**config.mk**
```make
export PLATFORM = sky130hd
export DESIGN_NAME = sync_type_length_deframer_top
export DESIGN_NICKNAME = d
export VERILOG_FILES = /design/src/sv/sttd_pkg.sv /design/src/sv/sync_type_length_deframer_top.sv /design/src/sv/sttd_regs.sv /design/src/sv/sttd_fsm.sv
export SDC_FILE = /design/constraint.sdc
export NUM_CORES = 1
export LEC_CHECK = 0
export BUFFER_PORTS_ARGS = -buffer_cell sky130_fd_sc_hd__buf_2
export CAP_MARGIN = 20
export CORE_MARGIN = 4
export CORE_UTILIZATION = 40
export CTS_CLUSTER_SIZE = 28
export DETAILED_ROUTE_END_ITERATION = 7
export PLACE_DENSITY = 0.59
export SLEW_MARGIN = 20
export SYNTH_ARGS = -nofsm -noshare
export SYNTH_HDL_FRONTEND = slang
export SYNTH_SLANG_ARGS = --single-unit
```
**constraint.sdc**
```tcl
create_clock -name i_clk -period 6.35 [get_ports i_clk]
set_clock_uncertainty 0.15 [all_clocks]
set_input_delay 1.5875 -clock i_clk [delete_from_list [all_inputs] [get_ports i_clk]]
set_output_delay 1.5875 -clock i_clk [all_outputs]
set_load 0.05 [all_outputs]
```
**src/sv/sttd_pkg.sv**
```systemverilog
// ----------------------------------------------------------------------------
// sttd_pkg
// Shared types and constants of the sync/type/length deframer: phase and
// byte class codes, register indexes, reset values, the config and result records.
// ----------------------------------------------------------------------------
`default_nettype none

package sttd_pkg;

    localparam int unsigned BYTE_W  = 8;
    localparam int unsigned INDEX_W = 3;

    // Register reset values
    localparam logic [BYTE_W-1:0] RST_SYNC_VALUE           = 8'hED;
    localparam logic [BYTE_W-1:0] RST_FIRST_TYPE_CODE      = 8'd68;
    localparam logic [BYTE_W-1:0] RST_FIRST_HEADER_LENGTH  = 8'd3;
    localparam logic [BYTE_W-1:0] RST_FIRST_LENGTH_OFFSET  = 8'd2;
    localparam logic [BYTE_W-1:0] RST_SECOND_TYPE_CODE     = 8'd79;
    localparam logic [BYTE_W-1:0] RST_SECOND_HEADER_LENGTH = 8'd1;
    localparam logic [BYTE_W-1:0] RST_SECOND_LENGTH_OFFSET = 8'd0;

    typedef enum logic [1:0] {
        PH_HUNT = 2'd0,
        PH_TYPE = 2'd1,
        PH_BODY = 2'd2
    } t_phase;

    typedef enum logic [1:0] {
        CLS_STRAY  = 2'd0,
        CLS_SYNC   = 2'd1,
        CLS_FRAME  = 2'd2,
        CLS_REJECT = 2'd3
    } t_byte_class;

    typedef enum logic [INDEX_W-1:0] {
        REG_SYNC_VALUE           = 3'd0,
        REG_FIRST_TYPE_CODE      = 3'd1,
        REG_FIRST_HEADER_LENGTH  = 3'd2,
        REG_FIRST_LENGTH_OFFSET  = 3'd3,
        REG_SECOND_TYPE_CODE     = 3'd4,
        REG_SECOND_HEADER_LENGTH = 3'd5,
        REG_SECOND_LENGTH_OFFSET = 3'd6
    } t_reg_index;

    typedef struct packed {
        logic [BYTE_W-1:0] sync_value;
        logic [BYTE_W-1:0] first_type_code;
        logic [BYTE_W-1:0] first_header_length;
        logic [BYTE_W-1:0] first_length_offset;
        logic [BYTE_W-1:0] second_type_code;
        logic [BYTE_W-1:0] second_header_length;
        logic [BYTE_W-1:0] second_length_offset;
    } t_cfg;

    typedef struct packed {
        logic [BYTE_W-1:0] echo_byte;
        t_byte_class       byte_class;
        logic              kind_index;
        logic [BYTE_W-1:0] frame_position;
        logic              frame_last;
    } t_result;

endpackage

`default_nettype wire

```
**src/sv/sync_type_length_deframer_top.sv**
```systemverilog
// ----------------------------------------------------------------------------
// sync_type_length_deframer_top
// Sync/type/length deframer: classifies each received byte as stray, sync,
// frame byte or rejected type, with frame kind, position and last flag.
// ----------------------------------------------------------------------------
//
//  Channel  | Direction | Handshake              | Payload
//  ---------+-----------+------------------------+---------------------------
//  s stream | in        | i_s_tvalid/o_s_tready  | i_s_tdata: data_byte
//  m stream | out       | o_m_tvalid/i_m_tready  | tdata, tuser, tlast
//  cfg      | in        | i_cfg_valid/o_cfg_ready| i_cfg_index, i_cfg_data
//
//  Flow: one byte per clock sustained while the m stream does not stall; a
//  byte lands in the input register when accepted and then moves on to the
//  result register, from which its item is offered on the m stream.
//  The classifier state updates in the same cycle as the result register, so
//  consecutive bytes chain through it with no bubble.
//  Stalls: the result register is refilled in the cycle it is taken, so
//  o_s_tready stays high through back-to-back traffic; a stalled output
//  holds both registers and drops tready once the input register is full.
//  Reset: synchronous, active low; clears the valid flags, the hunting
//  state and loads the register reset values.
// ----------------------------------------------------------------------------
`default_nettype none

module sync_type_length_deframer_top
    import sttd_pkg::*;
(
    input  wire logic               i_clk,
    input  wire logic               i_rst_n,

    input  wire logic               i_s_tvalid,
    output logic                    o_s_tready,
    input  wire logic [7:0]         i_s_tdata,   // [7:0] data_byte

    output logic                    o_m_tvalid,
    input  wire logic               i_m_tready,
    output logic [15:0]             o_m_tdata,   // [7:0] echo_byte, [15:8] frame_position
    output logic [2:0]              o_m_tuser,   // [1:0] byte_class, [2] kind_index
    output logic                    o_m_tlast,   // frame_last

    input  wire logic               i_cfg_valid,
    output logic                    o_cfg_ready,
    input  wire logic [INDEX_W-1:0] i_cfg_index,
    input  wire logic [BYTE_W-1:0]  i_cfg_data
);

    t_cfg              cfg;
    t_result           result;

    logic              r_in_valid;
    logic [BYTE_W-1:0] r_in_byte;
    logic              r_out_valid;
    t_result           r_out;

    logic              advance;     // move the input register into the result
    logic              in_take;

    // Writes go straight into the register file, so the port never stalls.
    assign o_cfg_ready = 1'b1;

    sttd_regs u_regs (
        .i_clk      (i_clk),
        .i_rst_n    (i_rst_n),
        .i_wr_en    (i_cfg_valid),
        .i_wr_index (i_cfg_index),
        .i_wr_data  (i_cfg_data),
        .o_cfg      (cfg)
    );

    // Classify when the result register is free or being emptied this cycle.
    assign advance    = r_in_valid && (!r_out_valid || i_m_tready);
    assign o_s_tready = !r_in_valid || advance;
    assign in_take    = i_s_tvalid && o_s_tready;

    sttd_fsm u_fsm (
        .i_clk    (i_clk),
        .i_rst_n  (i_rst_n),
        .i_step   (advance),
        .i_byte   (r_in_byte),
        .i_cfg    (cfg),
        .o_result (result)
    );

    // Input register
    always_ff @(posedge i_clk) begin
        if (!i_rst_n) begin
            r_in_valid <= 1'b0;
        end else if (in_take) begin
            r_in_valid <= 1'b1;
        end else if (advance) begin
            r_in_valid <= 1'b0;
        end
    end

    always_ff @(posedge i_clk) begin
        if (in_take) begin
            r_in_byte <= i_s_tdata;
        end
    end

    // Result register
    always_ff @(posedge i_clk) begin
        if (!i_rst_n) begin
            r_out_valid <= 1'b0;
        end else if (advance) begin
            r_out_valid <= 1'b1;
        end else if (i_m_tready) begin
            r_out_valid <= 1'b0;
        end
    end

    always_ff @(posedge i_clk) begin
        if (advance) begin
            r_out <= result;
        end
    end

    assign o_m_tvalid = r_out_valid;
    assign o_m_tdata  = {r_out.frame_position, r_out.echo_byte};
    assign o_m_tuser  = {r_out.kind_index, r_out.byte_class};
    assign o_m_tlast  = r_out.frame_last;

`ifndef NO_ASSERTIONS
    // backpressure on the input only when a byte is already parked
    a_ready_when_empty: assert property (@(posedge i_clk) disable iff (!i_rst_n)
        !r_in_valid |-> o_s_tready)
        else $error("input refused while input register empty");

    // a waiting byte moves on as soon as the result register frees up
    a_no_bubble: assert property (@(posedge i_clk) disable iff (!i_rst_n)
        (r_in_valid && i_m_tready) |=> o_m_tvalid)
        else $error("result register left empty with a byte waiting");

    // hold a refused item unchanged until the sink takes it
    a_out_hold: assert property (@(posedge i_clk) disable iff (!i_rst_n)
        (o_m_tvalid && !i_m_tready) |=> (o_m_tvalid && $stable(o_m_tdata)
                                         && $stable(o_m_tuser) && $stable(o_m_tlast)))
        else $error("output item changed while stalled");
`endif

endmodule

`default_nettype wire

```
**src/sv/sttd_regs.sv**
```systemverilog
// ----------------------------------------------------------------------------
// sttd_regs
// Configuration register file: seven byte registers written by index.
// ----------------------------------------------------------------------------
`default_nettype none

module sttd_regs
    import sttd_pkg::*;
(
    input  wire logic               i_clk,
    input  wire logic               i_rst_n,
    input  wire logic               i_wr_en,
    input  wire logic [INDEX_W-1:0] i_wr_index,
    input  wire logic [BYTE_W-1:0]  i_wr_data,
    output t_cfg                    o_cfg
);

    t_cfg r_cfg;

    always_ff @(posedge i_clk) begin
        if (!i_rst_n) begin
            r_cfg.sync_value           <= RST_SYNC_VALUE;
            r_cfg.first_type_code      <= RST_FIRST_TYPE_CODE;
            r_cfg.first_header_length  <= RST_FIRST_HEADER_LENGTH;
            r_cfg.first_length_offset  <= RST_FIRST_LENGTH_OFFSET;
            r_cfg.second_type_code     <= RST_SECOND_TYPE_CODE;
            r_cfg.second_header_length <= RST_SECOND_HEADER_LENGTH;
            r_cfg.second_length_offset <= RST_SECOND_LENGTH_OFFSET;
        end else if (i_wr_en) begin
            unique case (i_wr_index)
                REG_SYNC_VALUE:           r_cfg.sync_value           <= i_wr_data;
                REG_FIRST_TYPE_CODE:      r_cfg.first_type_code      <= i_wr_data;
                REG_FIRST_HEADER_LENGTH:  r_cfg.first_header_length  <= i_wr_data;
                REG_FIRST_LENGTH_OFFSET:  r_cfg.first_length_offset  <= i_wr_data;
                REG_SECOND_TYPE_CODE:     r_cfg.second_type_code     <= i_wr_data;
                REG_SECOND_HEADER_LENGTH: r_cfg.second_header_length <= i_wr_data;
                REG_SECOND_LENGTH_OFFSET: r_cfg.second_length_offset <= i_wr_data;
                default: ;  // drop writes beyond the register list
            endcase
        end
    end

    assign o_cfg = r_cfg;

endmodule

`default_nettype wire

```
**src/sv/sttd_fsm.sv**
```systemverilog
// ----------------------------------------------------------------------------
// sttd_fsm
// Frame hunting state machine: classifies one byte per step and tracks
// the frame position and total length.
// ----------------------------------------------------------------------------
`default_nettype none

module sttd_fsm
    import sttd_pkg::*;
(
    input  wire logic              i_clk,
    input  wire logic              i_rst_n,
    input  wire logic              i_step,
    input  wire logic [BYTE_W-1:0] i_byte,
    input  t_cfg                   i_cfg,
    output t_result                o_result
);

    t_phase            r_phase,       n_phase;
    logic [BYTE_W-1:0] r_bytes_taken, n_bytes_taken;
    logic [BYTE_W-1:0] r_frame_total, n_frame_total;
    logic              r_kind,        n_kind;

    logic              type_hit0;
    logic              type_hit1;
    logic              sync_hit;
    logic [BYTE_W-1:0] hdr_raw;
    logic [BYTE_W-1:0] hdr_len;
    logic [BYTE_W-1:0] len_offset;
    logic              len_here;
    logic [BYTE_W-1:0] len_sum;
    logic [BYTE_W-1:0] body_total;
    logic [BYTE_W:0]   pos_next;
    logic              body_last;

    // Shared decode of the current byte
    always_comb begin
        type_hit0  = (i_byte == i_cfg.first_type_code);
        type_hit1  = !type_hit0 && (i_byte == i_cfg.second_type_code);
        sync_hit   = (i_byte == i_cfg.sync_value);
        hdr_raw    = type_hit0 ? i_cfg.first_header_length : i_cfg.second_header_length;
        hdr_len    = (hdr_raw == '0) ? BYTE_W'(1) : hdr_raw;
        len_offset = r_kind ? i_cfg.second_length_offset : i_cfg.first_length_offset;
        len_here   = (len_offset != '0) && (len_offset < r_frame_total)
                     && (r_bytes_taken == len_offset);
        len_sum    = r_frame_total + i_byte;
        // a wrapped total never shortens the frame below its header
        body_total = (len_here && (len_sum > r_frame_total)) ? len_sum : r_frame_total;
        pos_next   = {1'b0, r_bytes_taken} + (BYTE_W+1)'(1);
        body_last  = (pos_next >= {1'b0, body_total});
    end

    // Next state
    always_comb begin
        n_phase       = r_phase;
        n_bytes_taken = r_bytes_taken;
        n_frame_total = r_frame_total;
        n_kind        = r_kind;
        unique case (r_phase)
            PH_TYPE: begin
                if (type_hit0 || type_hit1) begin
                    n_kind        = type_hit1;
                    n_frame_total = hdr_len;
                    n_bytes_taken = BYTE_W'(1);
                    n_phase       = (hdr_len == BYTE_W'(1)) ? PH_HUNT : PH_BODY;
                end else begin
                    n_phase = PH_HUNT;
                end
            end
            PH_BODY: begin
                n_frame_total = body_total;
                n_bytes_taken = pos_next[BYTE_W-1:0];
                if (body_last) begin
                    n_phase = PH_HUNT;
                end
            end
            default: begin
                n_phase = sync_hit ? PH_TYPE : PH_HUNT;
            end
        endcase
    end

    // Result
    always_comb begin
        o_result.echo_byte      = i_byte;
        o_result.byte_class     = CLS_STRAY;
        o_result.kind_index     = 1'b0;
        o_result.frame_position = '0;
        o_result.frame_last     = 1'b0;
        unique case (r_phase)
            PH_TYPE: begin
                if (type_hit0 || type_hit1) begin
                    o_result.byte_class = CLS_FRAME;
                    o_result.kind_index = type_hit1;
                    o_result.frame_last = (hdr_len == BYTE_W'(1));
                end else begin
                    o_result.byte_class = CLS_REJECT;
                end
            end
            PH_BODY: begin
                o_result.byte_class     = CLS_FRAME;
                o_result.kind_index     = r_kind;
                o_result.frame_position = r_bytes_taken;
                o_result.frame_last     = body_last;
            end
            default: begin
                o_result.byte_class = sync_hit ? CLS_SYNC : CLS_STRAY;
            end
        endcase
    end

    always_ff @(posedge i_clk) begin
        if (!i_rst_n) begin
            r_phase       <= PH_HUNT;
            r_bytes_taken <= '0;
            r_frame_total <= '0;
            r_kind        <= 1'b0;
        end else if (i_step) begin
            r_phase       <= n_phase;
            r_bytes_taken <= n_bytes_taken;
            r_frame_total <= n_frame_total;
            r_kind        <= n_kind;
        end
    end

`ifndef NO_ASSERTIONS
    // inside a frame body the position stays between the type byte and the end
    a_body_position: assert property (@(posedge i_clk) disable iff (!i_rst_n)
        (r_phase == PH_BODY) |-> (r_bytes_taken != '0) && (r_bytes_taken < r_frame_total))
        else $error("body position out of range");

    // the length field may only lengthen a frame
    a_total_grows: assert property (@(posedge i_clk) disable iff (!i_rst_n)
        (i_step && (r_phase == PH_BODY)) |=> (r_frame_total >= $past(r_frame_total)))
        else $error("frame total shrank inside a frame");

    a_last_only_in_frame: assert property (@(posedge i_clk) disable iff (!i_rst_n)
        o_result.frame_last |-> (o_result.byte_class == CLS_FRAME))
        else $error("last flag on a byte outside a frame");
`endif

endmodule

`default_nettype wire
```
; Word-level counts from Yosys, hierarchy flattened
; Cells that the tools add are included.
[totals]
regBits = 105
inputBits = 24
out_inout_bits = 23
word_cells = 90
[classes]
add_sub_neg = 2
magnitude_cmp = 3
n_eq_ne = 15
n_mux = 23
n_reduce_logical = 28
[ops]
columns = operator, n
row1 = 8-bit two-way mux, 6
row2 = 8-bit == test, 4
row3 = 8-bit one-hot mux with 2 select lines, 2
row4 = 2-bit AND reduction, 8
row5 = 8-bit by 1-bit adder with 9-bit output (second input constant), 1
row6 = 3-bit == test (second input constant), 3
row7 = 9-bit by 8-bit greater-or-equal comparator with 1-bit output, 1
row8 = 8-bit adder, 1
row9 = 8-bit by 1-bit == test with 1-bit output (second input constant), 1
row10 = 8-bit greater-than comparator, 1
row11 = 8-bit logical NOT, 1
row12 = 8-bit less-than comparator, 1
row13 = 1-bit two-way mux, 8
row14 = 2-bit one-hot mux with 2 select lines, 2
row15 = 8-bit nonzero test, 1
row16 = 3-bit by 2-bit == test with 1-bit output (second input constant), 2
row17 = 1-bit logical AND, 6
row18 = 2-bit two-way mux, 3
row19 = 3-bit AND reduction, 2
row20 = 2-bit nonzero test, 3
row21 = 2-bit by 1-bit inequality test with 1-bit output (second input constant), 2
row22 = 1-bit one-hot mux with 2 select lines, 2
row23 = 3-bit by 1-bit == test with 1-bit output (second input constant), 1
row24 = 1-bit logical NOT, 3
row25 = 4 further kinds, 6

; Longest topological paths before layout
; Gate-level depths: netlist of run 1.
[logic_depth]
ltp_word = 9
ltp_mapped = 24
ltp_nobuf = 23

; Cells and area by module
; From an unflattened synthesis of run 1, not the netlist that was laid out.
[hier_totals]
hier_cells = 600
hier_area_um2 = 5957.0
[modules_own_cells]
columns = module, instances, cells_each, area_each_um2
row1 = sttd_fsm, 1, 354, 2836.5
row2 = sttd_regs, 1, 207, 2164.6
row3 = sync_type_length_deframer_top, 1, 39, 955.9

; Least setup slack after synthesis of run 1
; No wires, ideal clock.
[synth_timing]
kind = reg-to-reg
startpoint = register r_in_byte[0]
endpoint = register u_fsm.r_phase[0]
setup_time_ps = 117
t_arrival_ps = 4853
required_time_ps = 6083
slack_ps = 1229
path_stages_with_launch = 25
path_buffers = 1
synth_period_minus_slack_ps = 5121
path_cell_list = edfxtp_1 > ha_1 > fa_1 > a21o_1 > a21oi_1 > o21bai_1 > a21oi_1 > xnor2_1 > ha_1 > nand3_1 > nor4_1 > nor4_1 > nand4b_1 > nor3_4 > buf_6 > mux2_2 > ha_1 > nand2b_1 > a21o_1 > a21o_1 > a21oi_1 > o21ai_0 > o311ai_0 > mux2i_1 > nor2b_1
[synth_between]
elab_chain_cells = 7
word_cells_on_any_way = 16
[synth_lines]
columns = element, line_no
row1 = start: declaration, sync_type_length_deframer_top.sv:52  ; logic [BYTE_W-1:0] r_in_byte;
row2 = start signal: assignment, sync_type_length_deframer_top.sv:98  ; r_in_byte <= i_s_tdata;
row3 = 8-bit adder, sttd_fsm.sv:46  ; len_sum = r_frame_total + i_byte;
row4 = 8-bit greater-than comparator, sttd_fsm.sv:48  ; body_total = (len_here && (len_sum > r_frame_total)) ? len_sum : r_frame_total;
row5 = 1-bit logical AND, sttd_fsm.sv:48
row6 = 8-bit two-way mux, sttd_fsm.sv:48
row7 = 9-bit by 8-bit greater-or-equal comparator with 1-bit output, sttd_fsm.sv:50  ; body_last = (pos_next >= {1'b0, body_total});
row8 = 2-bit by 1-bit inequality test with 1-bit output (no line), n/a
row9 = 2-bit AND reduction (no line), n/a
row10 = end signal: assignment, sttd_fsm.sv:119  ; r_phase <= n_phase;
row11 = end: declaration, sttd_fsm.sv:19  ; t_phase r_phase, n_phase;
; Several ways; a longest one is shown, not always the timed one.
; A chain may end at the register's enable or synchronous reset.

; Worst setup path in the final report of run 1
[layout_timing]
startpoint = register r_in_byte[0]
endpoint = register u_fsm.r_phase[1]
[layout_between]
elab_chain_cells = 8
word_cells_on_any_way = 19
[layout_lines]
columns = element
row1 = "parallel branches: the longest is 8 deep, another holds 9-bit by 8-bit greater-or-equal comparator with 1-bit output"
; Several ways; the timed one is not identified.

==> results of run 1 <==
registers in the layout, summed over array words and instances, names as in the netlist:
register             cells
u_fsm.r_frame_total      8
u_fsm.r_kind             1
o_m_tdata               16
u_fsm.r_phase            2
o_m_tvalid               1
r_in_valid               1
o_m_tuser                3
u_regs.o_cfg            56
u_fsm.r_bytes_taken      8
o_m_tlast                1
r_in_byte                8
routing by layer:
metal	vias up	GRT usage (%)
met5	-	0
met4	0	5.110
met3	18	3.326
met2	93	30.82
met1	2117	25.04
li1	2247	-
area by class of cell:
| class | count | area (sq um) | share of cell area (%) |
|---|---|---|---|
| Clock inverter | 7 | 46.29 | 0.7365 |
| Multi-Input combinational cell | 479 | 3084 | 49.06 |
| Sequential cell | 105 | 2382 | 37.90 |
| Tap cell | 180 | 225.2 | 3.583 |
| Timing Repair Buffer | 50 | 262.8 | 4.180 |
| Inverter | 16 | 60.06 | 0.9554 |
| Clock buffer | 9 | 225.2 | 3.583 |
critical path: stages (launching register included):
cell,delay (ns)
edfxtp_1,0.50
ha_1,0.28
fa_1,0.42
a21o_1,0.18
a21oi_1,0.21
o21bai_1,0.08
a21oi_1,0.17
xnor2_1,0.22
ha_1,0.31
nand3_1,0.07
nor4_1,0.05
nor4_1,0.26
nand4b_1,0.19
nor3_4,0.15
buf_4,0.24
mux2_2,0.36
ha_1,0.26
nand2b_1,0.14
a21o_1,0.17
a21o_1,0.17
a21oi_1,0.18
o21ai_0,0.11
o311ai_0,0.20
mux2i_1,0.26
nor2b_1,0.06
power by group through the flow:
stage               sequential [uW]  combinational [uW]  clock, uW
floorplan                       752                68.8          0
global placement                735                 126          0
detailed placement              736                 128          0
CTS                             720                 128        531
global route                    722                 141        562
finish                          720                 128        521
how the worst max path moves through the flow:
stage | start | to | depth (start not counted)
after floorplan | r_in_byte[0] | u_fsm.r_phase[0] | 24
after global placement | r_in_byte[0] | u_fsm.r_phase[1] | 24
after detailed placement | r_in_byte[0] | u_fsm.r_phase[1] | 24
after CTS | r_in_byte[0] | u_fsm.r_phase[1] | 24
after global routing | r_in_byte[0] | u_fsm.r_phase[1] | 24
final | r_in_byte[0] | u_fsm.r_phase[1] | 24
through the flow:
stage | power (uW) | instances | hold WS, ns
5_1_grt | 1425 | 846 | 0.3477
3_5_place_dp | 863.7 | 830 | 0.3159
4_1_cts | 1380 | 846 | 0.3316
2_1_floorplan | 820.4 | 622 | 0.2744
6_report | 1370 | 846 | 0.3294
3_3_place_gp | 861.6 | 829 | 0.3031
synth_stat cells, types with 3 or more instances:
| library cell | instances |
|---|---|
| xnor2_1 | 33 |
| or4_1 | 3 |
| clkbuf_1 | 13 |
| xor2_1 | 12 |
| a21o_1 | 5 |
| a22oi_1 | 4 |
| edfxtp_1 | 28 |
| a21oi_1 | 17 |
| o21bai_1 | 4 |
| nand4_1 | 7 |
| o21ai_0 | 15 |
| nor4_1 | 6 |
| nor2_1 | 17 |
| dfxtp_1 | 77 |
| nor2b_1 | 15 |
| and2_1 | 10 |
| buf_6 | 6 |
| inv_1 | 15 |
| nand2_1 | 133 |
| ha_1 | 32 |
| nor3_1 | 14 |
| mux2i_1 | 16 |
| a31oi_1 | 4 |
| nand2b_1 | 5 |
| a21boi_0 | 41 |
| and3_1 | 11 |
| nand3_1 | 35 |
| o211ai_1 | 7 |
| mux2_2 | 7 |
logic make-up after synthesis:
| logic type | count (synthesis) | synth area share [%] |
|---|---|---|
| other cells | 1 | 0.06625 |
| fa+ha+maj | 33 | 7.427 |
| flops | 105 | 42.09 |
| mux | 25 | 4.752 |
| simple gates | 266 | 22.21 |
| xor+xnor | 45 | 6.963 |
| compound gates | 109 | 13.02 |
| buf+inv | 38 | 3.470 |
==> impl_metrics.env, run 1 <==
export IMPL_status="finished, final reports clean"
export IMPL_topRoutingLayerUsed="met4"
export IMPL_cts_sinks=105
export IMPL_clk_pin_slew_ns=0.07
export IMPL_yosysSeqAreaShare_pct=42.09
export IMPL_worstRegToRegCells=24
export IMPL_synth_cells=622
export IMPL_synth_edff_count=28
export IMPL_layout_nets=718
export IMPL_slew_violations=0
export IMPL_yosysTopAreaCell="dfxtp_1"
export IMPL_ioPinCount=47
export IMPL_clkPwrFrac_pct=38.1
export IMPL_postSynthAreaPerCell_sq_um=9.100
export IMPL_post_cts_resized=0
export IMPL_numCtsBuffers=9
export IMPL_synth_cell_types=52
export IMPL_fillers=1390
export IMPL_fmaxAchievable_mhz=181.6
export IMPL_synth_fp_nets=679
export IMPL_synthTopCellsByArea="dfxtp_1 (27%), edfxtp_1 (15%), nand2_1 (8.8%)"
export IMPL_area_growth_synth_to_final_pct=11.05
export IMPL_drcViolationCount=0
export IMPL_track_usage_pct=18.60
export IMPL_crit_type="reg -> reg"
export IMPL_clockBufferDepth=2
export IMPL_rsz0062_at_grt="no"
export IMPL_holdBufCountCts=0
export IMPL_grt_start_max_net_pins=49
export IMPL_ant_nets=0
export IMPL_synth_top_cell_area_share_pct=27.23
export IMPL_final_cell_mix="nand2_1 (133), dfxtp_1 (77), buf_2 (45), a21boi_0 (41), nand3_1 (35)"
export IMPL_drt_first_pass_iters=4
export IMPL_place_gp_congestion=0.9284
export IMPL_insertion_delay_ns=0.36
export IMPL_final_common_cell="nand2_1"
export IMPL_grt_overflow_total=0
export IMPL_h_tree_depth=3
export IMPL_cts_setup_buffers=0
export IMPL_end_kind="flip-flop"
export IMPL_fin_area_sq_um=6286
export IMPL_drt_iter0_drc=302
export IMPL_ys_warn_count=0
export IMPL_worstHoldPathCells=2
export IMPL_internal_power_uw=1015
export IMPL_max_cap_violations=0
export IMPL_wl_met3_microns=659
export IMPL_die_x_microns=127.0
export IMPL_wl_met1_microns=6757
export IMPL_async_flop_share_pct=0
export IMPL_wl_met2_microns=6627
export IMPL_initial_core_util_pct=40.78
export IMPL_cts_tree="built"
export IMPL_path_max_fanout=14
export IMPL_layout_drive_gt1_share_pct=12.01
export IMPL_die_h_microns=127.0
export IMPL_core_sq_um=13880
export IMPL_final_core_util_pct=45.29
export IMPL_detail_route_wl_per_cell_microns=16.82
export IMPL_ys_seq_elements=105
export IMPL_via_per_inst=5.290
export IMPL_ff2ff_setup_slack_ns=0.84
export IMPL_cellLeakagePower_uw=0.002412
export IMPL_synth_ff_type="dfxtp_1"
export IMPL_cts_root_buf="clkbuf_16"
export IMPL_hold_start="u_regs.o_cfg[0]"
export IMPL_max_slew_margin_rel_pct=37.92
export IMPL_worstPathArrival_ns=5.60
export IMPL_setup_viol=0
export IMPL_n_antenna_cell=0
export IMPL_dp_hpwl_microns=10910
export IMPL_port_buffers=45
export IMPL_rows=43
export IMPL_die_area_sq_um=16120
export IMPL_holdPathEnd="u_regs.o_cfg[0]"
export IMPL_fin_ws_ns=0.8435
export IMPL_r2r_start="r_in_byte[0]"
export IMPL_tns_ns=0
export IMPL_final_hold_violation_count=0
export IMPL_netSwitchingPower_uw=355.5
export IMPL_place_area_sq_um=6015
export IMPL_num_vias=4475
export IMPL_p_comb_share_pct=9.4
export IMPL_min_period_over_period_pct=86.72
export IMPL_first_global_vias=4473
export IMPL_antenna_found_initial=0
export IMPL_grt_pass1_wl_microns=23560
export IMPL_power_density_nw_per_um2=217.9
export IMPL_hp_class="reg -> reg"
export IMPL_worst_slew_pin_slew_ns=0.9241
export IMPL_totalWireLength_microns=14230
export IMPL_ir_drop_mv=0.1251
export IMPL_cp_data_required_time_ns=6.45
export IMPL_synth_area_sq_um=5660
export IMPL_pre_cts_ws_ns=0.8701
export IMPL_fin_crit_ns=5.506
export IMPL_worstSetupStartpointType="flip-flop"
export IMPL_netSwitchingFraction_pct=25.95
export IMPL_r2r_end="u_fsm.r_phase[1]"
export IMPL_pwr_share_seq_pct=52.6
(Power assumes the default switching activity.)
==> run 2: changes to the inputs <==
--- a/config.mk
+++ b/config.mk
@@ -12,6 +12,7 @@
 export CTS_CLUSTER_SIZE = 28
 export DETAILED_ROUTE_END_ITERATION = 7
 export PLACE_DENSITY = 0.59
+export RECOVER_POWER = 50
 export SLEW_MARGIN = 20
 export SYNTH_ARGS = -nofsm -noshare
 export SYNTH_HDL_FRONTEND = slang
==> run 2 against run 1 <==
  * The flow now finishes with violations (capacitance limit, slew limit)
  * Total power down 0.10%
  * Worst setup slack worse by 0.013 ns
  * Global-route usage unchanged
  * Final cell count unchanged
  * Sequential share of layout area up 0.098 points
  * Die area unchanged
  * Design area down 0.26%
  * Sequential cell count unchanged
  * Non-clock buffer count unchanged
  * Combinational power about the same
  * Critical path type unchanged
==> impl_metrics.env, run 2 (synthesis gave the netlist of run 1 again) <==
export IMPL_status="finished with violations"
export IMPL_violations="capacitance limit, slew limit"
export IMPL_max_cap_violations=1
export IMPL_path_max_fanout=14
export IMPL_min_period_over_period_pct=86.92
export IMPL_holdBufCountCts=0
export IMPL_ir_drop_mv=0.1241
export IMPL_path_delay_family="compound AO/OA/AOI/OAI gates"
export IMPL_numCtsBuffers=9
export IMPL_worstPathArrival_ns=5.61
export IMPL_ant_nets=0
export IMPL_cts_sinks=105
export IMPL_die_x_microns=127.0
export IMPL_crit_chain="ha_1 -> fa_1 -> a21o_1 -> a21oi_1 -> o21bai_1 -> a21oi_1 -> xnor2_1 -> ha_1 -> nand3_1 -> nor4_1 -> nor4_1 -> nand4b_1 -> nor3_4 -> buf_4 -> mux2_2 -> ha_1 -> nand2b_1 -> a21o_1 -> a21o_1 -> a21oi_1 -> o21ai_0 -> o311ai_0 -> mux2i_1 -> nor2b_1"
export IMPL_cts_tree="built"
export IMPL_final_cell_mix="nand2_1 (133), dfxtp_1 (77), buf_2 (43), a21boi_0 (41), nand3_1 (35)"
export IMPL_p_comb_share_pct=9.3
export IMPL_drcViolationCount=0
export IMPL_cts_setup_buffers=0
export IMPL_hp_class="reg -> reg"
export IMPL_detail_route_wl_per_cell_microns=16.94
export IMPL_h_tree_depth=3
export IMPL_worst_slew_pin_slew_ns=1.867
export IMPL_grt_overflow_total=0
export IMPL_ff2ff_setup_slack_ns=0.83
export IMPL_cpPeakStageDelay_ns=0.50
export IMPL_die_area_sq_um=16120
export IMPL_cts_root_buf="clkbuf_16"
export IMPL_fin_cells=846
export IMPL_drt_first_pass_iters=5
export IMPL_fin_area_sq_um=6270
export IMPL_fillers=1390
export IMPL_via_per_inst=5.309
export IMPL_cellLeakagePower_uw=0.002392
export IMPL_rows=43
export IMPL_antenna_found_initial=0
export IMPL_pwr_share_seq_pct=52.7
export IMPL_initial_core_util_pct=40.78
export IMPL_layout_drive_gt1_share_pct=11.11
export IMPL_port_buffers=45
export IMPL_netSwitchingFraction_pct=25.88
export IMPL_ioPinCount=47
export IMPL_dp_hpwl_microns=10910
export IMPL_grt_pass1_wl_microns=23560
export IMPL_layout_nets=718
export IMPL_post_cts_resized=0
export IMPL_rsz0062_at_grt="no"
export IMPL_n_antenna_cell=0
export IMPL_area_growth_synth_to_final_pct=10.76
export IMPL_critPathSlowestCell="edfxtp_1"
export IMPL_setup_viol=0
export IMPL_place_area_sq_um=6015
export IMPL_clkPwrFrac_pct=38.0
export IMPL_max_slew_margin_rel_pct=-24.46
export IMPL_clk_pin_slew_ns=0.07
export IMPL_fin_crit_ns=5.519
export IMPL_clockBufferDepth=2
export IMPL_internal_power_uw=1014
export IMPL_path_buf_inv=1
export IMPL_track_usage_pct=18.60
export IMPL_totalWireLength_microns=14330
export IMPL_drt_iter0_drc=319
export IMPL_seq_area_sq_um=2382
export IMPL_core_sq_um=13880
export IMPL_num_vias=4491
export IMPL_insertion_delay_ns=0.36
export IMPL_final_common_cell="nand2_1"
export IMPL_crit_type="reg -> reg"
export IMPL_netSwitchingPower_uw=354.2
export IMPL_place_gp_congestion=0.9284
export IMPL_worstSetupStartpointType="flip-flop"
export IMPL_place_inst=830
export IMPL_first_global_vias=4473
export IMPL_end_kind="flip-flop"
export IMPL_slew_violations=49
export IMPL_grt_start_max_net_pins=49
export IMPL_tns_ns=0
export IMPL_largest_register_ffs=56
export IMPL_die_h_microns=127.0
export IMPL_cp_data_required_time_ns=6.44
export IMPL_fmaxAchievable_mhz=181.2
export IMPL_multiInputGateArea_sq_um=3082
export IMPL_final_hold_violation_count=0
export IMPL_power_density_nw_per_um2=218.3
[run 2: changes by cell type in the layout (fill, tap and decap cells not counted), sizes merged]
cell    previous run  this run
clkbuf             9        14
buf               50        45
[run 2: layout make-up]
| type | instances | area share (%) |
|---|---|---|
| clock buffers | 9 | 3.592 |
| clock inverters | 7 | 0.7384 |
| inverters | 16 | 0.9579 |
| multi-input cells | 479 | 49.15 |
| flip-flops and latches | 105 | 38.00 |
| well taps | 180 | 3.592 |
| repair buffers | 50 | 3.971 |
[run 2: metrics by stage]
step | util, % | hold WS, ns | total power, uW | setup WS [ns]
2_1_floorplan | - | 0.2744 | 820.4 | 1.229
5_1_grt | 45.17 | 0.3477 | 1425 | 0.3748
3_5_place_dp | 43.33 | 0.3159 | 863.7 | 0.8701
4_1_cts | 45.29 | 0.3316 | 1380 | 0.8314
6_report | 45.17 | 0.3316 | 1369 | 0.8306
3_3_place_gp | 43.28 | 0.3031 | 861.6 | 1.030
[run 2: final timing paths]
kind | startpoint | to | cells past startpoint
max | r_in_byte[0] | u_fsm.r_phase[1] | 24
min | u_regs.o_cfg[8] | u_regs.o_cfg[8] | 2
max reg2reg | r_in_byte[0] | u_fsm.r_phase[1] | 24
min reg2reg | u_regs.o_cfg[8] | u_regs.o_cfg[8] | 2
[run 2: worst register-to-register path: cells and delay by family, from the launching register on]
family	cells	cell delay [ns]
muxes	2	0.63
xor gates and xnor gates	1	0.22
DFF	1	0.50
adders and majority gates	4	1.27
buffers and inverters	1	0.24
and+or+nand+nor	7	0.93
AOI/OAI and AO/OA	9	1.47
[run 2: power groups by stage]
stage | sequential (uW) | combinational, uW | clock, uW
2_1_floorplan | 752 | 68.8 | 0
3_3_place_gp | 735 | 126 | 0
3_5_place_dp | 736 | 128 | 0
4_1_cts | 720 | 128 | 531
5_1_grt | 723 | 141 | 562
6_report | 721 | 128 | 520
[run 2: metal layers]
metal  up-vias  part of all wire [%]  track usage, %
li1       2250                     -               -
met1      2141                    48           25.04
met2        81                    47           30.82
met3        19                   4.2           3.326
met4         0                   1.5           5.110
met5         -                     0               0
